[config.mk]
export PLATFORM = sky130hd
export DESIGN_NAME = event_frame_decoder_flat
export DESIGN_NICKNAME = d
export VERILOG_FILES = /design/src/design/efd_pkg.sv /design/src/design/efd_intf.sv /design/src/design/efd_front.sv /design/src/design/efd_queue.sv /design/src/design/efd_back.sv /design/src/design/event_frame_decoder.sv /design/src/flat_wrapper.sv
export SDC_FILE = /design/constraint.sdc
export NUM_CORES = 1
export LEC_CHECK = 0
export BUFFER_PORTS_ARGS = -buffer_cell sky130_fd_sc_hd__buf_2
export CAP_MARGIN = 20
export CORE_MARGIN = 8
export CORE_UTILIZATION = 40
export CTS_BUF_LIST = sky130_fd_sc_hd__clkbuf_4 sky130_fd_sc_hd__clkbuf_8 sky130_fd_sc_hd__clkbuf_16
export DETAILED_ROUTE_END_ITERATION = 12
export GPL_TIMING_DRIVEN = 0
export PLACE_DENSITY = 0.65
export SLEW_MARGIN = 20
export SYNTH_ARGS = -nofsm -noshare
export SYNTH_HDL_FRONTEND = slang
export SYNTH_SLANG_ARGS = --single-unit
[constraint.sdc]
create_clock -name clk -period 6.8 [get_ports clk]
set_input_delay 1.36 -clock clk [delete_from_list [all_inputs] [get_ports clk]]
set_output_delay 1.36 -clock clk [all_outputs]
set_load 0.05 [all_outputs]
[src/design/efd_pkg.sv]
`timescale 1ns / 1ps
// Shared types and constants of the event frame decoder.
// No dependencies; every other file of the block imports this package.
package efd_pkg;

	localparam int unsigned BYTE_W     = 8;
	localparam int unsigned POS_W      = 17;
	localparam int unsigned TICK_W     = 32;
	localparam int unsigned SIZE_W     = 16;
	localparam int unsigned STATUS_W   = 3;
	localparam int unsigned CFG_IDX_W  = 8;

	localparam logic [POS_W-1:0] POS_MAX = {POS_W{1'b1}};

	// header layout
	localparam int unsigned HDR_BYTES       = 11;
	localparam int unsigned FRAME_HDR_BYTES = 4;
	localparam int unsigned EVENT_HDR_BYTES = 7;

	localparam logic [3:0] OFS_VERSION  = 4'd0;
	localparam logic [3:0] OFS_TYPE     = 4'd1;
	localparam logic [3:0] OFS_OUTER_LO = 4'd2;
	localparam logic [3:0] OFS_OUTER_HI = 4'd3;
	localparam logic [3:0] OFS_TICK_B0  = 4'd4;
	localparam logic [3:0] OFS_TICK_B1  = 4'd5;
	localparam logic [3:0] OFS_TICK_B2  = 4'd6;
	localparam logic [3:0] OFS_TICK_B3  = 4'd7;
	localparam logic [3:0] OFS_EVENT    = 4'd8;
	localparam logic [3:0] OFS_INNER_LO = 4'd9;
	localparam logic [3:0] OFS_INNER_HI = 4'd10;

	// configuration register indexes and reset values
	localparam logic [CFG_IDX_W-1:0] CFG_WIRE_VERSION   = 8'd0;
	localparam logic [CFG_IDX_W-1:0] CFG_EVENT_MSG_CODE = 8'd1;
	localparam logic [BYTE_W-1:0]    WIRE_VERSION_RST   = 8'd1;
	localparam logic [BYTE_W-1:0]    EVENT_MSG_CODE_RST = 8'd0;

	typedef enum logic [STATUS_W-1:0] {
		STAT_OK          = 3'd0,
		STAT_SHORT       = 3'd1,
		STAT_BAD_VERSION = 3'd2,
		STAT_BAD_TYPE    = 3'd3,
		STAT_FRAME_LEN   = 3'd4,
		STAT_EVENT_LEN   = 3'd5
	} efd_status_t;

	typedef enum logic {
		KIND_PAYLOAD = 1'b0,
		KIND_STATUS  = 1'b1
	} efd_kind_t;

	// one queue entry: up to one payload word and one status word
	typedef struct packed {
		logic              has_payload;
		logic [BYTE_W-1:0] payload;
		logic              has_status;
		efd_status_t       status;
		logic [TICK_W-1:0] tick;
		logic [BYTE_W-1:0] event_code;
		logic [SIZE_W-1:0] event_length;
	} efd_cmd_t;

endpackage

[src/design/efd_intf.sv]
`timescale 1ns / 1ps
// Handshake channels of the event frame decoder: byte input, result output
// and configuration write. Depends on efd_pkg.
interface efd_in_if import efd_pkg::*; ();
	logic              valid;
	logic              ready;
	logic [BYTE_W-1:0] in_byte;
	logic              frame_end;

	modport source (output valid, in_byte, frame_end, input ready);
	modport sink (input valid, in_byte, frame_end, output ready);
endinterface

interface efd_out_if import efd_pkg::*; ();
	logic                valid;
	logic                ready;
	logic                item_kind;
	logic [BYTE_W-1:0]   payload_byte;
	logic [STATUS_W-1:0] status_code;
	logic [TICK_W-1:0]   tick_number;
	logic [BYTE_W-1:0]   event_code;
	logic [SIZE_W-1:0]   event_length;
	logic                run_last;

	modport source (output valid, item_kind, payload_byte, status_code, tick_number,
		event_code, event_length, run_last, input ready);
	modport sink (input valid, item_kind, payload_byte, status_code, tick_number,
		event_code, event_length, run_last, output ready);
endinterface

interface efd_cfg_if import efd_pkg::*; ();
	logic                 valid;
	logic                 ready;
	logic [CFG_IDX_W-1:0] index;
	logic [BYTE_W-1:0]    data;

	modport source (output valid, index, data, input ready);
	modport sink (input valid, index, data, output ready);
endinterface

[src/design/efd_front.sv]
`timescale 1ns / 1ps
// Front end: accepts frame bytes, collects the header fields, checks the
// frame at its end and pushes commands to the queue. Depends on efd_pkg.
module efd_front import efd_pkg::*; (
	input  logic      clk,
	input  logic      arst_n,
	efd_in_if.sink    bytes,
	efd_cfg_if.sink   cfg,
	input  logic      q_full,
	output logic      push,
	output efd_cmd_t  cmd
);

	logic [BYTE_W-1:0] wire_version_q;
	logic [BYTE_W-1:0] event_msg_code_q;

	logic [POS_W-1:0]  pos_q;
	logic [BYTE_W-1:0] version_q, type_q, event_q;
	logic [SIZE_W-1:0] outer_q, inner_q;
	logic [TICK_W-1:0] tick_q;

	logic [POS_W-1:0]  pos_n;
	logic [BYTE_W-1:0] version_n, type_n, event_n;
	logic [SIZE_W-1:0] outer_n, inner_n;
	logic [TICK_W-1:0] tick_n;
	logic              in_hdr;
	logic              accept;
	efd_status_t       status;

	assign cfg.ready   = 1'b1;
	assign bytes.ready = !q_full;
	assign accept      = bytes.valid && bytes.ready;
	assign in_hdr      = pos_q < POS_W'(HDR_BYTES);
	assign pos_n       = (pos_q == POS_MAX) ? pos_q : pos_q + POS_W'(1);

	always_comb begin
		version_n = version_q;
		type_n    = type_q;
		outer_n   = outer_q;
		tick_n    = tick_q;
		event_n   = event_q;
		inner_n   = inner_q;
		if (in_hdr) begin
			case (pos_q[3:0])
				OFS_VERSION:  version_n      = bytes.in_byte;
				OFS_TYPE:     type_n         = bytes.in_byte;
				OFS_OUTER_LO: outer_n[7:0]   = bytes.in_byte;
				OFS_OUTER_HI: outer_n[15:8]  = bytes.in_byte;
				OFS_TICK_B0:  tick_n[7:0]    = bytes.in_byte;
				OFS_TICK_B1:  tick_n[15:8]   = bytes.in_byte;
				OFS_TICK_B2:  tick_n[23:16]  = bytes.in_byte;
				OFS_TICK_B3:  tick_n[31:24]  = bytes.in_byte;
				OFS_EVENT:    event_n        = bytes.in_byte;
				OFS_INNER_LO: inner_n[7:0]   = bytes.in_byte;
				OFS_INNER_HI: inner_n[15:8]  = bytes.in_byte;
				default: ;
			endcase
		end
	end

	// first failing check wins; length counts the current byte
	always_comb begin
		if (pos_n < POS_W'(HDR_BYTES))
			status = STAT_SHORT;
		else if (version_n != wire_version_q)
			status = STAT_BAD_VERSION;
		else if (type_n != event_msg_code_q)
			status = STAT_BAD_TYPE;
		else if (pos_n != POS_W'(FRAME_HDR_BYTES) + POS_W'(outer_n))
			status = STAT_FRAME_LEN;
		else if (POS_W'(outer_n) != POS_W'(EVENT_HDR_BYTES) + POS_W'(inner_n))
			status = STAT_EVENT_LEN;
		else
			status = STAT_OK;
	end

	always_comb begin
		cmd.has_payload  = !in_hdr;
		cmd.payload      = bytes.in_byte;
		cmd.has_status   = bytes.frame_end;
		cmd.status       = status;
		cmd.tick         = tick_n;
		cmd.event_code   = event_n;
		cmd.event_length = inner_n;
	end

	assign push = accept && (!in_hdr || bytes.frame_end);

	always_ff @(posedge clk or negedge arst_n) begin
		if (!arst_n) begin
			wire_version_q   <= WIRE_VERSION_RST;
			event_msg_code_q <= EVENT_MSG_CODE_RST;
		end else if (cfg.valid) begin
			case (cfg.index)
				CFG_WIRE_VERSION:   wire_version_q   <= cfg.data;
				CFG_EVENT_MSG_CODE: event_msg_code_q <= cfg.data;
				default: ;
			endcase
		end
	end

	always_ff @(posedge clk or negedge arst_n) begin
		if (!arst_n) begin
			pos_q     <= '0;
			version_q <= '0;
			type_q    <= '0;
			outer_q   <= '0;
			tick_q    <= '0;
			event_q   <= '0;
			inner_q   <= '0;
		end else if (accept) begin
			if (bytes.frame_end) begin
				// start the next frame clean
				pos_q     <= '0;
				version_q <= '0;
				type_q    <= '0;
				outer_q   <= '0;
				tick_q    <= '0;
				event_q   <= '0;
				inner_q   <= '0;
			end else begin
				pos_q     <= pos_n;
				version_q <= version_n;
				type_q    <= type_n;
				outer_q   <= outer_n;
				tick_q    <= tick_n;
				event_q   <= event_n;
				inner_q   <= inner_n;
			end
		end
	end

endmodule

[src/design/efd_queue.sv]
`timescale 1ns / 1ps
// Command queue between the front end and the back end.
// Depends on efd_pkg for the command type.
module efd_queue import efd_pkg::*; #(
	parameter int unsigned DEPTH = 4
) (
	input  logic     clk,
	input  logic     arst_n,
	input  logic     push,
	input  efd_cmd_t push_cmd,
	output logic     full,
	output logic     head_valid,
	output efd_cmd_t head,
	input  logic     pop
);

	localparam int unsigned PTR_W = (DEPTH > 1) ? $clog2(DEPTH) : 1;
	localparam int unsigned CNT_W = $clog2(DEPTH + 1);
	localparam logic [PTR_W-1:0] LAST_PTR = PTR_W'(DEPTH - 1);

	efd_cmd_t          slot_q [DEPTH];
	logic [PTR_W-1:0]  wr_ptr_q, rd_ptr_q;
	logic [CNT_W-1:0]  count_q;

	assign full       = count_q == CNT_W'(DEPTH);
	assign head_valid = count_q != '0;
	assign head       = slot_q[rd_ptr_q];

	always_ff @(posedge clk) begin
		if (push)
			slot_q[wr_ptr_q] <= push_cmd;
	end

	always_ff @(posedge clk or negedge arst_n) begin
		if (!arst_n) begin
			wr_ptr_q <= '0;
			rd_ptr_q <= '0;
			count_q  <= '0;
		end else begin
			if (push)
				wr_ptr_q <= (wr_ptr_q == LAST_PTR) ? '0 : wr_ptr_q + PTR_W'(1);
			if (pop)
				rd_ptr_q <= (rd_ptr_q == LAST_PTR) ? '0 : rd_ptr_q + PTR_W'(1);
			if (push && !pop)
				count_q <= count_q + CNT_W'(1);
			else if (pop && !push)
				count_q <= count_q - CNT_W'(1);
		end
	end

endmodule

[src/design/efd_back.sv]
`timescale 1ns / 1ps
// Back end: turns each queued command into one or two result words
// (payload first, then status) through an output register. Depends on efd_pkg.
module efd_back import efd_pkg::*; (
	input  logic      clk,
	input  logic      arst_n,
	input  logic      head_valid,
	input  efd_cmd_t  head,
	output logic      pop,
	efd_out_if.source results
);

	logic                out_valid_q;
	efd_kind_t           kind_q;
	logic [BYTE_W-1:0]   payload_q;
	logic [STATUS_W-1:0] status_q;
	logic [TICK_W-1:0]   tick_q;
	logic [BYTE_W-1:0]   event_q;
	logic [SIZE_W-1:0]   length_q;
	logic                payload_done_q;

	logic load;
	logic send_payload;

	assign load         = head_valid && (!out_valid_q || results.ready);
	assign send_payload = head.has_payload && !payload_done_q;
	// hold the head while its status word is still to come
	assign pop          = load && (!send_payload || !head.has_status);

	always_ff @(posedge clk or negedge arst_n) begin
		if (!arst_n) begin
			out_valid_q    <= 1'b0;
			payload_done_q <= 1'b0;
		end else begin
			if (load)
				out_valid_q <= 1'b1;
			else if (results.ready)
				out_valid_q <= 1'b0;
			if (load)
				payload_done_q <= send_payload && head.has_status;
		end
	end

	always_ff @(posedge clk) begin
		if (load) begin
			if (send_payload) begin
				kind_q    <= KIND_PAYLOAD;
				payload_q <= head.payload;
				status_q  <= '0;
				tick_q    <= '0;
				event_q   <= '0;
				length_q  <= '0;
			end else begin
				kind_q    <= KIND_STATUS;
				payload_q <= '0;
				status_q  <= head.status;
				tick_q    <= head.tick;
				event_q   <= head.event_code;
				length_q  <= head.event_length;
			end
		end
	end

	assign results.valid        = out_valid_q;
	assign results.item_kind    = kind_q;
	assign results.payload_byte = payload_q;
	assign results.status_code  = status_q;
	assign results.tick_number  = tick_q;
	assign results.event_code   = event_q;
	assign results.event_length = length_q;
	assign results.run_last     = kind_q == KIND_STATUS;

endmodule

[src/design/event_frame_decoder.sv]
`timescale 1ns / 1ps
// Event frame decoder: takes one frame byte per cycle on bytes, decodes the
// 11-byte header (version, message type, outer size, tick, event type, event
// length) and forwards every later byte as a payload word; the byte flagged
// frame_end is followed by one status word carrying the check result and the
// decoded tick, event type and event length. A byte is taken every cycle while
// the command queue (QUEUE_DEPTH entries) has room; the result port moves one
// word per cycle while results.ready is high, so a frame-end byte that also
// carries payload gives the back end two words, which the queue absorbs.
// Configuration writes take effect at once and are meant for idle time.
// Depends on efd_pkg and the channel interfaces.
module event_frame_decoder import efd_pkg::*; #(
	parameter int unsigned QUEUE_DEPTH = 4
) (
	input  logic      clk,
	input  logic      arst_n,
	efd_in_if.sink    bytes,
	efd_out_if.source results,
	efd_cfg_if.sink   cfg
);

	logic     q_full;
	logic     push;
	efd_cmd_t push_cmd;
	logic     head_valid;
	efd_cmd_t head;
	logic     pop;

	efd_front u_front (
		.clk    (clk),
		.arst_n (arst_n),
		.bytes  (bytes),
		.cfg    (cfg),
		.q_full (q_full),
		.push   (push),
		.cmd    (push_cmd)
	);

	efd_queue #(
		.DEPTH (QUEUE_DEPTH)
	) u_queue (
		.clk        (clk),
		.arst_n     (arst_n),
		.push       (push),
		.push_cmd   (push_cmd),
		.full       (q_full),
		.head_valid (head_valid),
		.head       (head),
		.pop        (pop)
	);

	efd_back u_back (
		.clk        (clk),
		.arst_n     (arst_n),
		.head_valid (head_valid),
		.head       (head),
		.pop        (pop),
		.results    (results)
	);

	a_no_push_when_full: assert property (@(posedge clk) disable iff (!arst_n)
		q_full |-> !push)
		else $error("command pushed into a full queue");

	a_no_pop_when_empty: assert property (@(posedge clk) disable iff (!arst_n)
		pop |-> head_valid)
		else $error("pop from an empty queue");

	a_status_word_shape: assert property (@(posedge clk) disable iff (!arst_n)
		(results.valid && results.item_kind) |->
		(results.run_last && results.payload_byte == '0))
		else $error("status word with payload or without run_last");

	a_payload_word_shape: assert property (@(posedge clk) disable iff (!arst_n)
		(results.valid && !results.item_kind) |->
		(!results.run_last && results.status_code == '0 && results.tick_number == '0))
		else $error("payload word carries status fields");

endmodule

[src/flat_wrapper.sv]
// flat-port wrapper written by rule: the top's interface ports become plain ports
module event_frame_decoder_flat import efd_pkg::*;
#(
	parameter int unsigned QUEUE_DEPTH = 4
)
  (clk, arst_n, bytes_valid, bytes_in_byte, bytes_frame_end, bytes_ready, results_valid, results_item_kind, results_payload_byte, results_status_code, results_tick_number, results_event_code, results_event_length, results_run_last, results_ready, cfg_valid, cfg_index, cfg_data, cfg_ready);
  efd_in_if bytes_i ();
  efd_out_if results_i ();
  efd_cfg_if cfg_i ();
  input  logic clk;
  input  logic arst_n;
  input wire logic [$bits(bytes_i.valid)-1:0] bytes_valid;
  input wire logic [$bits(bytes_i.in_byte)-1:0] bytes_in_byte;
  input wire logic [$bits(bytes_i.frame_end)-1:0] bytes_frame_end;
  output wire logic [$bits(bytes_i.ready)-1:0] bytes_ready;
  output wire logic [$bits(results_i.valid)-1:0] results_valid;
  output wire logic [$bits(results_i.item_kind)-1:0] results_item_kind;
  output wire logic [$bits(results_i.payload_byte)-1:0] results_payload_byte;
  output wire logic [$bits(results_i.status_code)-1:0] results_status_code;
  output wire logic [$bits(results_i.tick_number)-1:0] results_tick_number;
  output wire logic [$bits(results_i.event_code)-1:0] results_event_code;
  output wire logic [$bits(results_i.event_length)-1:0] results_event_length;
  output wire logic [$bits(results_i.run_last)-1:0] results_run_last;
  input wire logic [$bits(results_i.ready)-1:0] results_ready;
  input wire logic [$bits(cfg_i.valid)-1:0] cfg_valid;
  input wire logic [$bits(cfg_i.index)-1:0] cfg_index;
  input wire logic [$bits(cfg_i.data)-1:0] cfg_data;
  output wire logic [$bits(cfg_i.ready)-1:0] cfg_ready;
  assign bytes_i.valid = bytes_valid;
  assign bytes_i.in_byte = bytes_in_byte;
  assign bytes_i.frame_end = bytes_frame_end;
  assign bytes_ready = bytes_i.ready;
  assign results_valid = results_i.valid;
  assign results_item_kind = results_i.item_kind;
  assign results_payload_byte = results_i.payload_byte;
  assign results_status_code = results_i.status_code;
  assign results_tick_number = results_i.tick_number;
  assign results_event_code = results_i.event_code;
  assign results_event_length = results_i.event_length;
  assign results_run_last = results_i.run_last;
  assign results_i.ready = results_ready;
  assign cfg_i.valid = cfg_valid;
  assign cfg_i.index = cfg_index;
  assign cfg_i.data = cfg_data;
  assign cfg_ready = cfg_i.ready;
  event_frame_decoder #(.QUEUE_DEPTH(QUEUE_DEPTH)) u_core (.clk(clk), .arst_n(arst_n), .bytes(bytes_i), .results(results_i), .cfg(cfg_i));
endmodule
==> summary.log, run 1 <==
qor: placement.place_congestion 0.937
qor: clocking.cts.repair.resized 0
qor: timing.maxClockFrequency 180 MHz
qor: logic_synthesis.synth.area.top_cells edfxtp_1 49%, dfrtp_1 15%, mux4_2 7.3%, mux2_2 3.0%, o21ai_0 2.0%
qor: logic_synthesis.synthesis.instances 1458
qor: drt.routed_via_density 5.48
qor: worst_setup_path.worstSetupEndpointType flop
qor: clocking.number_of_buffers_created_by_cts 47
qor: power.worst_voltage_drop_across_the_vdd_grid 0.210 mV
qor: clocking.ctsHoldBuffers 0
qor: floorplan.core-area 52400 um^2
qor: floorplan.floorplan.io_pins 102
qor: worst_setup_path.slowest_stage clkinv_1
qor: power.p_leak 0.00930 uW
qor: drt.drt-wirelength-per-cell 22.4 um
qor: worst_setup_path.path_class in2reg
qor: clocking.cts_setup_buffers 0
qor: global_routing.via_count_of_the_first_global_routing_pass 13100
qor: timing.min_period_over_period 0.816
qor: logic_synthesis.postSynthRegisterBits 474
qor: timing.worst-slew-pin-transition 1180 ps
qor: logic_synthesis.synth.most_common_cell edfxtp_1
qor: drt.detail_route.drc_violations 0
qor: timing.fin_tns_setup 0 ps
qor: hold_path.hp-class reg2reg
qor: timing.timing.final.max_slew_violations 0
qor: worst_setup_path.cp.buffers_inverters 3
qor: logic_synthesis.most_used_dff_post_synth edfxtp_1
qor: global_routing.initial_antenna_violation_count 1
qor: drt.drt.antenna.violating_nets 0
qor: drt.drtPass1Iterations 9
qor: power.power.share.switching 0.361
qor: clocking.clkSlewWorstSetupHoldPaths 60 ps
qor: global_routing.gr-usage-all-layers 0.172
qor: flow_run.drv.max_cap_violation_count 0
qor: placement.post-dp-hpwl 35600 um
qor: logic_synthesis.leading_area_contributor_after_synthesis edfxtp_1
qor: logic_synthesis.synth_commonest_cells 344 x edfxtp_1, 129 x dfrtp_1, 111 x nand2_1
qor: finish.final.fill_count 4572
qor: placement.number_of_port_buffers 100
qor: timing.rsz0062_at_grt false
qor: finish.drive_gt1_frac 0.218
qor: power.cellInternalPower 6560 uW
qor: worst_setup_path.worst_ep_required_time 7100 ps
qor: placement.pre_cts_ws 690 ps
qor: global_routing.grt_pass1_wl 79700 um
qor: logic_synthesis.synth_sequential_area_ratio 0.641
qor: floorplan.core.rowCount 84
qor: hold_path.min_delay_worst_endpoint u_core.u_back.payload_done_q
qor: power.pwr-share-clk 0.257
qor: floorplan.die-width 246 um
qor: logic_synthesis.synth.net_count 1501
qor: worst_setup_path.critical_path_arrival 5840 ps
qor: global_routing.global_route.overflow_total 0
qor: worst_setup_path.worst_r2r_endpoint u_core.u_queue.slot_q[3][56]
qor: logic_synthesis.mapped_avg_cell_area 14.5 um^2
qor: logic_synthesis.post_synth_num_cell_types 82
qor: worst_setup_path.worstRegToRegCells 15
qor: power.power.density 421 nW/um^2
qor: worst_setup_path.family_with_the_most_delay_on_the_worst_path buffers and inverters
qor: global_routing.pin_count_of_the_biggest_net_entering_global_routing 75
qor: logic_synthesis.synth_edf_count 344
qor: worst_setup_path.cp_cell_sequence buf_2 > clkbuf_1 > clkinv_1 > nor2_1 > a21oi_1 > ha_1 > a32oi_1 > and3_1 > mux2i_1 > or4_1 > nor4_1 > a2111o_1 > nand3_1
qor: worst_setup_path.timing.critical_path.fanout_max 10
qor: timing.final-hold-violation-count 0
qor: worst_setup_path.worst_r2r_startpoint u_core.u_front.pos_q[11]
qor: hold_path.holdPathStages 1
qor: floorplan.die-height 246 um
qor: timing.final.setup_skew 39.5 ps
qor: timing.timing.slew.headroom 0.216
qor: floorplan.dieArea 60600 um^2
qor: clocking.cts_htree_levels 2
qor: worst_setup_path.critPathLaunchType primary input
qor: drt.detailedRoute.firstIterationViolations 900
qor: finish.flow.area_growth_from_synthesis 15.0%
qor: hold_path.worstHoldStart u_core.u_back.payload_done_q
qor: power.pwr-share-comb 0.350
qor: logic_synthesis.netlist.area_leader.share 0.487
qor: timing.final.min_clock_period 5550 ps
qor: drt.via_count 12800
qor: timing.finalSetupViolations 0
qor: power.power.sequential.fraction 0.393
qor: clocking.clock_insertion_delay_at_the_later_pin_of_the_skew_report 610 ps
qor: status.run_status completed
qor: clocking.cts_max_path_buffers 3
qor: power.switchingPower 3710 uW
qor: logic_synthesis.ys.warnings.count 0
qor: worst_setup_path.timing.reg2reg.setup_slack 1860 ps
qor: finish.num-nets-final 1658
qor: clocking.clockRootBuffer clkbuf_16
qor: logic_synthesis.mappedNetlistArea 21200 um^2
qor: floorplan.start_util 0.404
qor: clocking.cts_tree done
qor: drt.routed_wirelength 52600 um
qor: worst_setup_path.worst_path_largest_cell_delay 810 ps
qor: timing.setup_ws_post_layout 1250 ps
qor: logic_synthesis.ys_async_sr_fraction 0.274
qor: clocking.count_of_clock_tree_sinks 474
## placed cells by master, fill, tap and decap left out, types with 19 or more instances in the layout
| cell | Yosys | final |
|---|---|---|
| and3_1 | 21 | 21 |
| buf_2 | 10 | 109 |
| nand4_1 | 21 | 21 |
| nand3_1 | 38 | 38 |
| mux2i_1 | 39 | 39 |
| clkbuf_1 | 55 | 55 |
| edfxtp_1 | 344 | 344 |
| o21ai_0 | 86 | 86 |
| nand2_1 | 111 | 111 |
| clkbuf_16 | 0 | 47 |
| a21oi_1 | 24 | 23 |
| xnor2_1 | 44 | 44 |
| mux2_2 | 56 | 56 |
| a22o_1 | 43 | 43 |
| inv_1 | 33 | 33 |
| dfrtp_1 | 129 | 129 |
| nor2b_1 | 61 | 61 |
| a22oi_1 | 25 | 25 |
| nor2_1 | 44 | 44 |
| mux4_2 | 69 | 69 |
| and2_1 | 23 | 19 |
| xor2_1 | 33 | 33 |
## layout make-up
cell class                      instances  area (um^2)  share of cell area
Antenna cell                            1         2.50            0.000103
Buffer                                 86          400              0.0164
Clock buffer                           60         1300              0.0533
Clock inverter                         28          288              0.0118
Inverter                               34          128             0.00523
Multi-Input combinational cell        864         7100               0.291
Sequential cell                       474        13600               0.557
Tap cell                              688          861              0.0353
Timing Repair Buffer                  108          716              0.0294
## routing by layer
| metal | wire length (um) | global-route usage | vias up |
|---|---|---|---|
| met5 | 12 | 0 | - |
| met4 | 2090 | 0.0699 | 2 |
| met3 | 3110 | 0.0350 | 99 |
| met2 | 25400 | 0.284 | 384 |
| met1 | 21900 | 0.220 | 6520 |
| li1 | - | - | 5839 |
## sequential cells by signal (all words and copies together), names as in the netlist
signal	cells
u_core.u_front.pos_q	17
u_core.u_front.wire_version_q	8
u_core.u_front.tick_q	32
u_core.u_front.outer_q	16
u_core.u_front.event_msg_code_q	8
u_core.u_back.results.event_length	16
u_core.u_back.results.status_code	3
u_core.u_back.results.valid	1
u_core.u_queue.rd_ptr_q	2
u_core.u_front.inner_q	16
u_core.u_front.event_q	8
u_core.u_back.payload_done_q	1
u_core.u_queue.slot_q	276
u_core.u_back.results.tick_number	32
u_core.u_back.results.payload_byte	8
u_core.u_queue.wr_ptr_q	2
u_core.u_queue.count_q	3
u_core.u_back.results.item_kind	1
u_core.u_front.type_q	8
u_core.u_front.version_q	8
u_core.u_back.results.event_code	8
## metrics by stage
stage	utilization	hold slack, ps	instance area (um^2)	total power (uW)	std cells
after floorplan	-	463	21200	6710	1458
after global placement	0.430	478	22600	7650	2246
after detailed placement	0.435	482	22800	7740	2254
after CTS	0.465	496	24400	10400	2342
after global routing	0.465	517	24400	10800	2342
final	0.465	494	24400	10300	2343
## power groups by stage
| stage | combinational (uW) | sequential (uW) | clock (uW) |
|---|---|---|---|
| 6_report | 3590 | 4040 | 2640 |
| 5_1_grt | 3860 | 4090 | 2810 |
| 4_1_cts | 3660 | 4040 | 2710 |
| 3_5_place_dp | 3650 | 4100 | 0 |
| 3_3_place_gp | 3520 | 4120 | 0 |
| 2_1_floorplan | 1870 | 4840 | 0 |
## worst register-to-register path, stage by stage, from the launching register on
cell	delay (ps)
dfrtp_1	510
nor4_4	450
and3_1	220
buf_2	190
nand3_1	230
clkbuf_1	320
nor2_1	150
a21oi_1	120
ha_1	280
a32oi_1	450
and3_1	250
mux2i_1	90
or4_1	530
nor4_1	390
a2111o_1	280
nand3_1	190
## how the worst max path moves through the flow
| stage | startpoint | end | slack, ps | cells after the start |
|---|---|---|---|---|
| after floorplan | results_ready | u_core.u_queue.count_q[1] | 120 | 7 |
| after global placement | results_ready | u_core.u_queue.count_q[1] | -3130 | 8 |
| after detailed placement | bytes_in_byte[1] | u_core.u_queue.slot_q[3][56] | 690 | 13 |
| after CTS | bytes_in_byte[1] | u_core.u_queue.slot_q[3][56] | 1320 | 13 |
| after global routing | bytes_in_byte[1] | u_core.u_queue.slot_q[3][56] | 1100 | 13 |
| final | bytes_in_byte[1] | u_core.u_queue.slot_q[3][56] | 1250 | 13 |
## cells by family after synthesis
family / after synthesis / share of synthesized area
other: 1 / 0.000177
adders and majority gates: 13 / 0.00803
buffers and inverters: 120 / 0.0249
AOI/OAI and AO/OA: 235 / 0.0736
xor gates and xnor gates: 80 / 0.0351
and+or+nand+nor: 368 / 0.0929
DFF: 474 / 0.641
muxes: 167 / 0.124
Power figures use the tool's default switching activity.
==> inputs of run 2 (changes only) <==
--- a/config.mk
+++ b/config.mk
@@ -12,7 +12,7 @@
 export CTS_BUF_LIST = sky130_fd_sc_hd__clkbuf_4 sky130_fd_sc_hd__clkbuf_8 sky130_fd_sc_hd__clkbuf_16
 export DETAILED_ROUTE_END_ITERATION = 12
 export GPL_TIMING_DRIVEN = 0
-export PLACE_DENSITY = 0.65
+export PLACE_DENSITY = 0.67
 export SLEW_MARGIN = 20
 export SYNTH_ARGS = -nofsm -noshare
 export SYNTH_HDL_FRONTEND = slang
==> constraint.sdc (replaced) <==
create_clock -name clk -period 4.6 [get_ports clk]
set_input_delay 0.92 -clock clk [delete_from_list [all_inputs] [get_ports clk]]
set_output_delay 0.92 -clock clk [all_outputs]
set_load 0.05 [all_outputs]
==> summary.log, run 2 (synthesis gave the netlist of run 1 again) <==
qor: clocking.cts_max_path_buffers 3
qor: worst_setup_path.critical_path_arrival 4860 ps
qor: global_routing.initial_antenna_violation_count 2
qor: global_routing.global_route.overflow_total 0
qor: clocking.cts_htree_levels 2
qor: drt.drt-wirelength-per-cell 22.3 um
qor: timing.worst-slew-pin-transition 1210 ps
qor: drt.via_count 12900
qor: timing.min_period_over_period 0.960
qor: finish.num-nets-final 1660
qor: timing.final.setup_skew 27.7 ps
qor: power.power.share.switching 0.356
qor: drt.routed_wirelength 52400 um
qor: timing.timing.final.max_slew_violations 0
qor: clocking.clkSlewWorstSetupHoldPaths 60 ps
qor: timing.fin_tns_setup 0 ps
qor: power.worst_voltage_drop_across_the_vdd_grid 0.284 mV
qor: worst_setup_path.worst_r2r_endpoint u_core.u_queue.slot_q[0][56]
qor: global_routing.grt_pass1_wl 80300 um
qor: global_routing.via_count_of_the_first_global_routing_pass 13200
qor: worst_setup_path.slowest_stage or4b_1
qor: finish.sequential_cell_area 13600 um^2
qor: floorplan.die-height 246 um
qor: power.p_leak 0.00937 uW
qor: finish.drive_gt1_frac 0.235
qor: global_routing.pin_count_of_the_biggest_net_entering_global_routing 73
qor: drt.routed_via_density 5.50
qor: worst_setup_path.path_class reg2reg
qor: finish.top_library_cells_by_usage_in_the_layout_fill_and_taps_aside 344 x edfxtp_1, 123 x dfrtp_1, 111 x nand2_1
qor: placement.place_congestion 0.937
qor: floorplan.core.rowCount 84
qor: finish.final.fill_count 4492
qor: floorplan.dieArea 60600 um^2
qor: clocking.count_of_clock_tree_sinks 474
qor: timing.maxClockFrequency 226 MHz
qor: worst_setup_path.cp.buffers_inverters 3
qor: power.switchingPower 5470 uW
qor: global_routing.gr-usage-all-layers 0.172
qor: finish.num_antenna_cells 0
qor: clocking.number_of_buffers_created_by_cts 48
qor: worst_setup_path.cp_cell_sequence nor4_4 > and4_1 > buf_6 > nand2_4 > buf_6 > mux2i_1 > inv_1 > ha_2 > nand3_1 > nor2_2 > mux2i_4 > xor2_1 > a41o_1 > nand4_1 > or4b_1 > a2111o_1 > nand3_2
qor: worst_setup_path.worstSetupEndpointType flop
qor: timing.timing.slew.headroom 0.196
qor: timing.finalSetupViolations 0
qor: finish.utilization 0.468
qor: power.pwr-share-clk 0.265
qor: worst_setup_path.timing.critical_path.depth 17
qor: worst_setup_path.worst_r2r_startpoint u_core.u_front.pos_q[6]
qor: finish.multi_input_area 7150 um^2
qor: floorplan.floorplan.io_pins 102
qor: worst_setup_path.timing.reg2reg.setup_slack 180 ps
qor: worst_setup_path.worstRegToRegCells 17
qor: floorplan.die-width 246 um
qor: clocking.cts_tree done
qor: finish.flow.area_growth_from_synthesis 15.8%
qor: timing.final.min_clock_period 4420 ps
qor: clocking.clock_insertion_delay_at_the_later_pin_of_the_skew_report 600 ps
qor: worst_setup_path.critPathLaunchType flop
qor: worst_setup_path.worst_path_largest_cell_delay 530 ps
qor: placement.number_of_port_buffers 100
qor: worst_setup_path.worst_ep_required_time 5040 ps
qor: power.power.density 626 nW/um^2
qor: drt.detail_route.drc_violations 0
qor: timing.final-hold-violation-count 0
qor: hold_path.hp-class in2async
qor: finish.register_with_the_most_flip_flops u_core.u_queue.slot_q
qor: status.run_status completed
qor: clocking.clockRootBuffer clkbuf_16
qor: placement.post-dp-hpwl 35900 um
qor: drt.drtPass1Iterations 5
qor: clocking.ctsHoldBuffers 0
qor: drt.detailedRoute.firstIterationViolations 951
qor: worst_setup_path.family_with_the_most_delay_on_the_worst_path simple AND/OR/NAND/NOR gates
qor: power.power.sequential.fraction 0.389
qor: floorplan.core-area 52400 um^2
qor: drt.drt.antenna.violating_nets 0
qor: power.cellInternalPower 9900 uW
qor: worst_setup_path.timing.critical_path.fanout_max 10
qor: floorplan.start_util 0.404
qor: timing.fin_hold_ws 248 ps
qor: flow_run.drv.max_cap_violation_count 0
qor: worst_setup_path.most_repeated_library_cell_on_the_critical_path buf_6
qor: power.pwr-share-comb 0.346
qor: finish.most_common_library_cell_in_the_layout_ignoring_fill_and_taps edfxtp_1
qor: finish.largest_reg_flops 276
run 2: changes by cell type in the layout (fill, tap and decap cells not counted), moves of 3 or more:
cell      delta
dfrtp_2      +6
clkbuf_2     +4
buf_4        +3
clkbuf_1     -3
clkinv_1     -4
dfrtp_1      -6
inv_6        +3
buf_1        -3
clkbuf_4     +4
run 2: worst max-delay path by stage:
stage,start,endpoint,slack (ps)
after CTS,u_core.u_front.pos_q[0],u_core.u_queue.slot_q[0][56],10
after global placement,results_ready,u_core.u_queue.count_q[1],-2370
after floorplan,results_ready,u_core.u_queue.count_q[1],100
after global routing,u_core.u_front.pos_q[4],u_core.u_queue.slot_q[0][56],-20
final,u_core.u_front.pos_q[6],u_core.u_queue.slot_q[0][56],180
after detailed placement,bytes_in_byte[1],u_core.u_queue.slot_q[0][56],-1050
run 2: what timing repair did:
action | CTS | global route
endpoints found under the setup margin | 4 | 4
gates resized for setup | 6 | 14
buffers inserted | 0 | 3
pin swaps | 1 | 5
hold endpoints to repair | 0 | 0
run 2: metrics by stage:
stage	cells	setup slack [ps]	total power, uW	cell area (um^2)
after detailed placement	2254	-1050	11400	22800
after CTS	2343	9.87	15500	24500
after global routing	2345	-20.2	16100	24500
final	2345	183	15400	24500
after global placement	2246	-2370	11300	22600
after floorplan	1458	104	9910	21200
run 2: metal layers:
metal | global-route usage | vias up | wire [um]
met4 | 0.0570 | 4 | 1650
met3 | 0.0365 | 100 | 3540
met5 | 0 | - | 27
met2 | 0.295 | 399 | 26000
met1 | 0.216 | 6537 | 21100
li1 | - | 5860 | -
run 2: worst register-to-register path, delay by kind of cell (launching register included):
family                   cells  cell delay (ps)
adder cells (fa/ha/maj)      1              220
buffers and inverters        3              430
XOR/XNOR                     1              210
multiplexers                 2              550
AO/OA/AOI/OAI                2              650
AND/OR/NAND/NOR              8             1720
flip-flops                   1              470
run 2: final cells by class:
type | count | share of cell area
Buffer | 84 | 0.0162
Clock buffer | 66 | 0.0557
Clock inverter | 24 | 0.0123
Inverter | 34 | 0.00525
Multi-Input combinational cell | 864 | 0.291
Sequential cell | 474 | 0.554
Tap cell | 688 | 0.0351
Timing Repair Buffer | 111 | 0.0304
run 2: power groups by stage:
stage	Sequential [uW]	Clock, uW	Combinational (uW)
final	5970	4070	5320
after global routing	6050	4300	5750
after CTS	5980	4150	5390
after detailed placement	6060	0	5360
after global placement	6090	0	5200
after floorplan	7140	0	2770
